$ cat config.mk
export PLATFORM = sky130hd
export DESIGN_NAME = atrs_roulette
export DESIGN_NICKNAME = d
export VERILOG_FILES = /design/src/rtl/atrs_pkg.sv /design/src/rtl/atrs_roulette.sv
export SDC_FILE = /design/constraint.sdc
export NUM_CORES = 2
export LEC_CHECK = 0
export BUFFER_PORTS_ARGS = -buffer_cell sky130_fd_sc_hd__buf_2
export CAP_MARGIN = 15
export CELL_PAD_IN_SITES_DETAIL_PLACEMENT = 1
export CELL_PAD_IN_SITES_GLOBAL_PLACEMENT = 1
export CORE_UTILIZATION = 40
export CTS_CLUSTER_DIAMETER = 50
export DETAILED_ROUTE_END_ITERATION = 10
export PLACE_DENSITY = 0.67
export SYNTH_ARGS = -nofsm -noshare
export SYNTH_HDL_FRONTEND = slang
export SYNTH_SLANG_ARGS = --single-unit
$ cat constraint.sdc
create_clock -name clk -period 6.3 [get_ports clk]
set_input_delay 0.315 -clock clk [delete_from_list [all_inputs] [get_ports clk]]
set_output_delay 0.315 -clock clk [all_outputs]
set_load 0.005 [all_outputs]
$ cat src/rtl/atrs_pkg.sv
// ----------------------------------------------------------------------------
// atrs_pkg
// shared constants, command codes, sequencer states and control structs for
// the ant tour roulette step block
// ----------------------------------------------------------------------------
package atrs_pkg;

  localparam int MAX_CITIES  = 64;
  localparam int CITY_BITS   = $clog2(MAX_CITIES);
  localparam int COUNT_BITS  = CITY_BITS + 1;
  localparam int WEIGHT_BITS = 32;
  localparam int RANDOM_BITS = 16;
  localparam int CMD_BITS    = 2;

  // row sum of MAX_CITIES weights stays below 2^(WEIGHT_BITS+CITY_BITS)
  localparam int SUM_BITS    = WEIGHT_BITS + CITY_BITS;
  localparam int PROD_BITS   = SUM_BITS + RANDOM_BITS;
  localparam int ADDR_BITS   = 2 * CITY_BITS;
  localparam int TABLE_DEPTH = MAX_CITIES * MAX_CITIES;

  localparam logic [COUNT_BITS-1:0] MIN_CITIES   = COUNT_BITS'(2);
  localparam logic [COUNT_BITS-1:0] CITIES_LIMIT = COUNT_BITS'(MAX_CITIES);

  typedef enum logic [CMD_BITS-1:0] {
    CMD_LOAD   = 2'd0,
    CMD_START  = 2'd1,
    CMD_CHOOSE = 2'd2
  } cmd_t;

  typedef enum logic [2:0] {
    ST_IDLE,
    ST_SUM,
    ST_TARGET,
    ST_SCAN,
    ST_DONE
  } state_t;

  // sequencer to datapath
  typedef struct packed {
    logic                 new_item;
    logic                 pass_start;
    logic                 sum_pass;
    logic                 target_go;
    logic                 rd_vld;
    logic [CITY_BITS-1:0] rd_idx;
  } ctl_t;

  // datapath to sequencer
  typedef struct packed {
    logic                 any;
    logic                 found;
    logic [CITY_BITS-1:0] pick;
  } sts_t;

endpackage

$ cat src/rtl/atrs_roulette.sv
// ----------------------------------------------------------------------------
// atrs_roulette
// roulette datapath: row sum, target product and running-sum search over the
// weight words streamed out of the table
// ----------------------------------------------------------------------------
module atrs_roulette (
  input  logic                             clk,
  input  logic                             rst_n,
  input  atrs_pkg::ctl_t                   ctl,
  input  logic [atrs_pkg::WEIGHT_BITS-1:0] rd_data,
  input  logic [atrs_pkg::MAX_CITIES-1:0]  visited,
  input  logic [atrs_pkg::RANDOM_BITS-1:0] frac,
  output atrs_pkg::sts_t                   sts
);

  logic [atrs_pkg::MAX_CITIES-1:0] vis_sh_r;
  logic [atrs_pkg::SUM_BITS-1:0]   sum_r;
  logic [atrs_pkg::SUM_BITS-1:0]   run_r;
  logic [atrs_pkg::SUM_BITS-1:0]   target_r;
  logic [atrs_pkg::SUM_BITS-1:0]   run_nxt;
  logic [atrs_pkg::PROD_BITS-1:0]  prod;
  logic                            any_r;
  logic                            found_r;
  logic [atrs_pkg::CITY_BITS-1:0]  first_r;
  logic [atrs_pkg::CITY_BITS-1:0]  pick_r;

  assign run_nxt = run_r + atrs_pkg::SUM_BITS'(rd_data);
  assign prod    = atrs_pkg::PROD_BITS'(sum_r) * atrs_pkg::PROD_BITS'(frac);

  // flags
  always_ff @(posedge clk) begin
    if (!rst_n) begin
      any_r   <= 1'b0;
      found_r <= 1'b0;
    end else begin
      if (ctl.new_item) begin
        any_r <= 1'b0;
      end else if (ctl.rd_vld && ctl.sum_pass && !vis_sh_r[0]) begin
        any_r <= 1'b1;
      end
      if (ctl.pass_start) begin
        found_r <= 1'b0;
      end else if (ctl.rd_vld && !ctl.sum_pass && !vis_sh_r[0] && !found_r &&
                   rd_data != '0 && run_nxt >= target_r) begin
        found_r <= 1'b1;
      end
    end
  end

  // accumulators and the visited shadow, shifted one city per returned word
  always_ff @(posedge clk) begin
    if (ctl.new_item) begin
      sum_r <= '0;
    end
    if (ctl.pass_start) begin
      vis_sh_r <= visited;
      run_r    <= '0;
    end else if (ctl.rd_vld) begin
      vis_sh_r <= vis_sh_r >> 1;
      if (!vis_sh_r[0]) begin
        if (ctl.sum_pass) begin
          sum_r <= sum_r + atrs_pkg::SUM_BITS'(rd_data);
          if (!any_r) begin
            first_r <= ctl.rd_idx;
          end
        end else if (!found_r && rd_data != '0) begin
          run_r <= run_nxt;
          if (run_nxt >= target_r) begin
            pick_r <= ctl.rd_idx;
          end
        end
      end
    end
    if (ctl.target_go) begin
      target_r <= prod[atrs_pkg::PROD_BITS-1:atrs_pkg::RANDOM_BITS];
    end
  end

  assign sts.any   = any_r;
  assign sts.found = found_r;
  assign sts.pick  = found_r ? pick_r : first_r;

  a_found_reaches_target: assert property (@(posedge clk) disable iff (!rst_n)
    found_r && !ctl.target_go |-> run_r >= target_r)
    else $error("search stopped below the target");

endmodule

==> flow_metrics.py <==
metrics = {
    "synth": {
        "synthDistinctLibCells": 66,
        "ys.flop_type": "edfxtp_1",
        "netlist_instances": 3213,
        "synth_nets": 4066,
        "seq_area_frac_synth_pct": 16.9,
        "synth_top_area_share_pct": 34.0,
        "synth_area_leaders": "fa_1 (34%), edfxtp_1 (12%), ha_1 (9.5%)",
        "async_reset_ff_share_pct": 0,
        "synth_top_area_cell": "fa_1",
        "synth_area_sq_um": 29600,
        "ys_ff_latch": 192,
        "synth_edf_count": 114,
        "syn_avg_cell_area_sq_um": 9.21,
        "ys.warnings.count": 0,
    },
    "pwr": {
        "switching_power_w": 0.00238,
        "seqPwrFrac_pct": 27.8,
        "peakVddDrop_uv": 159,
        "clkPwrFrac_pct": 19.5,
        "p_sw_share_pct": 41.1,
        "p_int_w": 0.00342,
        "power-per-cell-area_nw_per_um2": 167,
        "power_w": 0.00580,
        "combPwrFrac_pct": 52.7,
        "cellLeakagePower_nw": 16.8,
    },
    "timing": {
        "period_share_pct": 103,
        "tightest_slew_ns": 0.899,
        "skew_ns": 0.0108,
        "worst_slack_ns": -0.159,
        "rsz0062_at_grt": "true",
        "max_freq_mhz": 155,
        "maxSlewHeadroom_pct": 40.1,
        "finalMaxSlewViolations": 0,
        "hold_viol_final": 0,
        "setup_viol": 17,
        "period_minus_slack_ns": 6.46,
    },
    "place": {
        "post_dp_cell_area_sq_um": 33200,
        "numPortBuffers": 132,
        "placed_cells": 4402,
        "dpl.hpwl_um": 76700,
        "place_congestion": 0.922,
    },
    "finish": {
        "syn2layout_area_growth_pct": 17.7,
        "stdcell_count": 4469,
        "regArea_sq_um": 5070,
        "num-fill-cells": 8440,
        "fin_area_sq_um": 34800,
        "layout_commonest_cell": "inv_1",
        "final_util_pct": 47.6,
        "multi_input_area_sq_um": 22200,
        "nNetsFinal": 4349,
        "final_cell_mix": "inv_1 (615), fa_1 (474), nand2_1 (472), buf_4 (240), ha_1 (214)",
        "drive_gt1_share_pct": 19.3,
    },
    "die": {
        "fp-row-count": 99,
        "ios": 133,
        "initial_core_util_pct": 40.5,
        "die_h_um": 274,
        "core_area_sq_um": 73100,
        "die_w_um": 274,
        "die_area_sq_um": 75000,
    },
    "drt": {
        "drc_errors": 30,
        "post_drt_via_cell_ratio": 5.24,
        "ant_nets": 0,
        "vias": 23400,
        "drt_iter0_markers": 1264,
        "avgRoutedWirePerCell_um": 20.8,
        "wirelength_um": 92900,
        "drtPass1Iterations": 9,
    },
    "worst_setup_path": {
        "reg2reg_depth": 23,
        "crit-reg2reg-launch": "sum_r[6]",
        "critPathKind": "register to register",
        "startpoint_type": "register",
        "ff2ff_setup_slack_ns": -0.16,
        "crit_fanout": 6,
        "cp.required_ns": 6.52,
        "setup.worst_path.end": "target_r[34]",
        "r2r-end": "target_r[34]",
        "worstPathArrival_ns": 6.68,
        "crit_start": "sum_r[6]",
        "endpoint_kind": "register",
    },
    "global_route": {
        "grt_max_degree": 70,
        "grt_pass1_wl_um": 146000,
        "antenna_found_initial": 3,
        "grt_pass1_vias": 26300,
        "grtUsageTotal_pct": 25.1,
        "gr-total-overflow": 0,
    },
    "cts": {
        "cts.root.buffer_cell": "clkbuf_16",
        "htreeDepth": 4,
        "clkTransAtPathRegs_ns": 0.08,
        "numCtsBuffers": 17,
        "cts.sinks": 192,
        "ctsLongestPathBuffers": 2,
        "insertion_delay_ns": 0.46,
        "ctsHoldBuffers": 0,
        "cts_tree": "done",
    },
    "outcome": {
        "status": "complete, but fails checks",
        "failed_checks": "design-rule violations, negative setup slack",
    },
    "min_path": {
        "min_path_type": "input pin to register",
    },
    "run": {
        "cap_viol_max_count": 0,
    },
}
## area by class of cell
| cell class | count | area share, % |
|---|---|---|
| multi-input combinational | 2232 | 63.7 |
| sequential | 192 | 14.6 |
| timing repair buffer | 425 | 9.75 |
| inverter | 628 | 6.77 |
| tap | 959 | 3.45 |
| clock buffer | 17 | 1.22 |
| clock inverter | 15 | 0.546 |
| antenna | 1 | 0.00719 |
## sequential cells by signal, summed over array words and instances, names as in the netlist
| register | count |
|---|---|
| vis_sh_r | 64 |
| found_r | 1 |
| any_r | 1 |
| pick_r | 6 |
| sum_r | 38 |
| target_r | 38 |
| first_r | 6 |
| run_r | 38 |
## worst min path at each step
stage,from,depth (start not counted),endpoint,slack [ns]
after global placement,run_r[20],2,run_r[20],0.48
after detailed placement,run_r[17],2,run_r[17],0.49
after CTS,ctl[0],1,first_r[0],0.02
after global routing,ctl[0],1,first_r[0],0.02
final,ctl[2],1,first_r[2],0.04
after floorplan,ctl[10],1,any_r,0.39
## power by group through the flow
stage | logic, W | registers, W | clock network [W]
after global routing | 0.00338 | 0.00163 | 0.00121
final | 0.00306 | 0.00161 | 0.00113
after detailed placement | 0.00279 | 0.00164 | 0
after global placement | 0.00264 | 0.00164 | 0
after CTS | 0.00292 | 0.00162 | 0.00116
after floorplan | 0.00171 | 0.00159 | 0
## cells in the mapped netlist, drive strengths merged (22+ instances only)
cell type / instances
inv: 627
fa: 503
nand2: 476
ha: 225
and2: 196
clkbuf: 155
edfxtp: 114
nor2: 113
a21oi: 99
dfxtp: 78
a21o: 72
o21ai: 71
mux2: 69
xnor2: 67
nand3: 54
xor2: 36
mux2i: 34
nand4: 22
## logic make-up (layout without fill, tap and decap cells)
logic type      after synthesis  after routing  synth area share [%]
simple gates                941            941                  14.7
buf+inv                     789           1085                  10.1
fa+ha+maj                   728            728                  43.6
compound gates              357            357                  7.96
flops                       192            192                  16.9
xor+xnor                    103            103                  3.05
mux                         103            103                  3.78
other cells                   0              1                     0
## metrics by stage
| stage | setup TNS [ns] | worst slack (ns) | hold slack [ns] |
|---|---|---|---|
| 6_report | -1.11 | -0.159 | 0.0432 |
| 5_1_grt | -5.02 | -0.325 | 0.0242 |
| 4_1_cts | -0.803 | -0.155 | 0.0198 |
| 3_5_place_dp | -14.39 | -0.704 | 0.493 |
| 3_3_place_gp | -11.10 | -0.557 | 0.478 |
| 2_1_floorplan | -0.0139 | -0.0139 | 0.391 |
## per-layer routing
metal  vias up  GRT usage (%)  part of all wire, %
met5         -              0                    0
met4         0           6.11                  1.8
li1      10600              -                    -
met2       616           41.8                   48
met1     12100           34.8                   45
met3       103           2.95                  5.5
## critical path, stage by stage (launching register included)
cell	delay, ns
dfxtp_4	0.38
buf_6	0.14
buf_6	0.12
and2_4	0.13
fa_1	0.47
fa_1	0.52
fa_1	0.59
fa_1	0.48
fa_1	0.55
inv_2	0.05
fa_1	0.51
inv_2	0.05
ha_4	0.22
a21o_1	0.21
a21oi_4	0.19
o211ai_1	0.18
a31oi_4	0.21
a21boi_4	0.11
a31o_4	0.27
buf_6	0.13
o211a_1	0.21
or2_1	0.24
a31oi_1	0.17
xnor2_1	0.08
## timing repair
| item | 4_1_cts | 5_1_grt |
|---|---|---|
| buffers inserted | 20 | 15 |
| setup endpoints to repair | 27 | 25 |
| pin swaps | 56 | 63 |
| gates resized for setup | 120 | 79 |
Note: power is estimated with default switching activity, not from simulation.
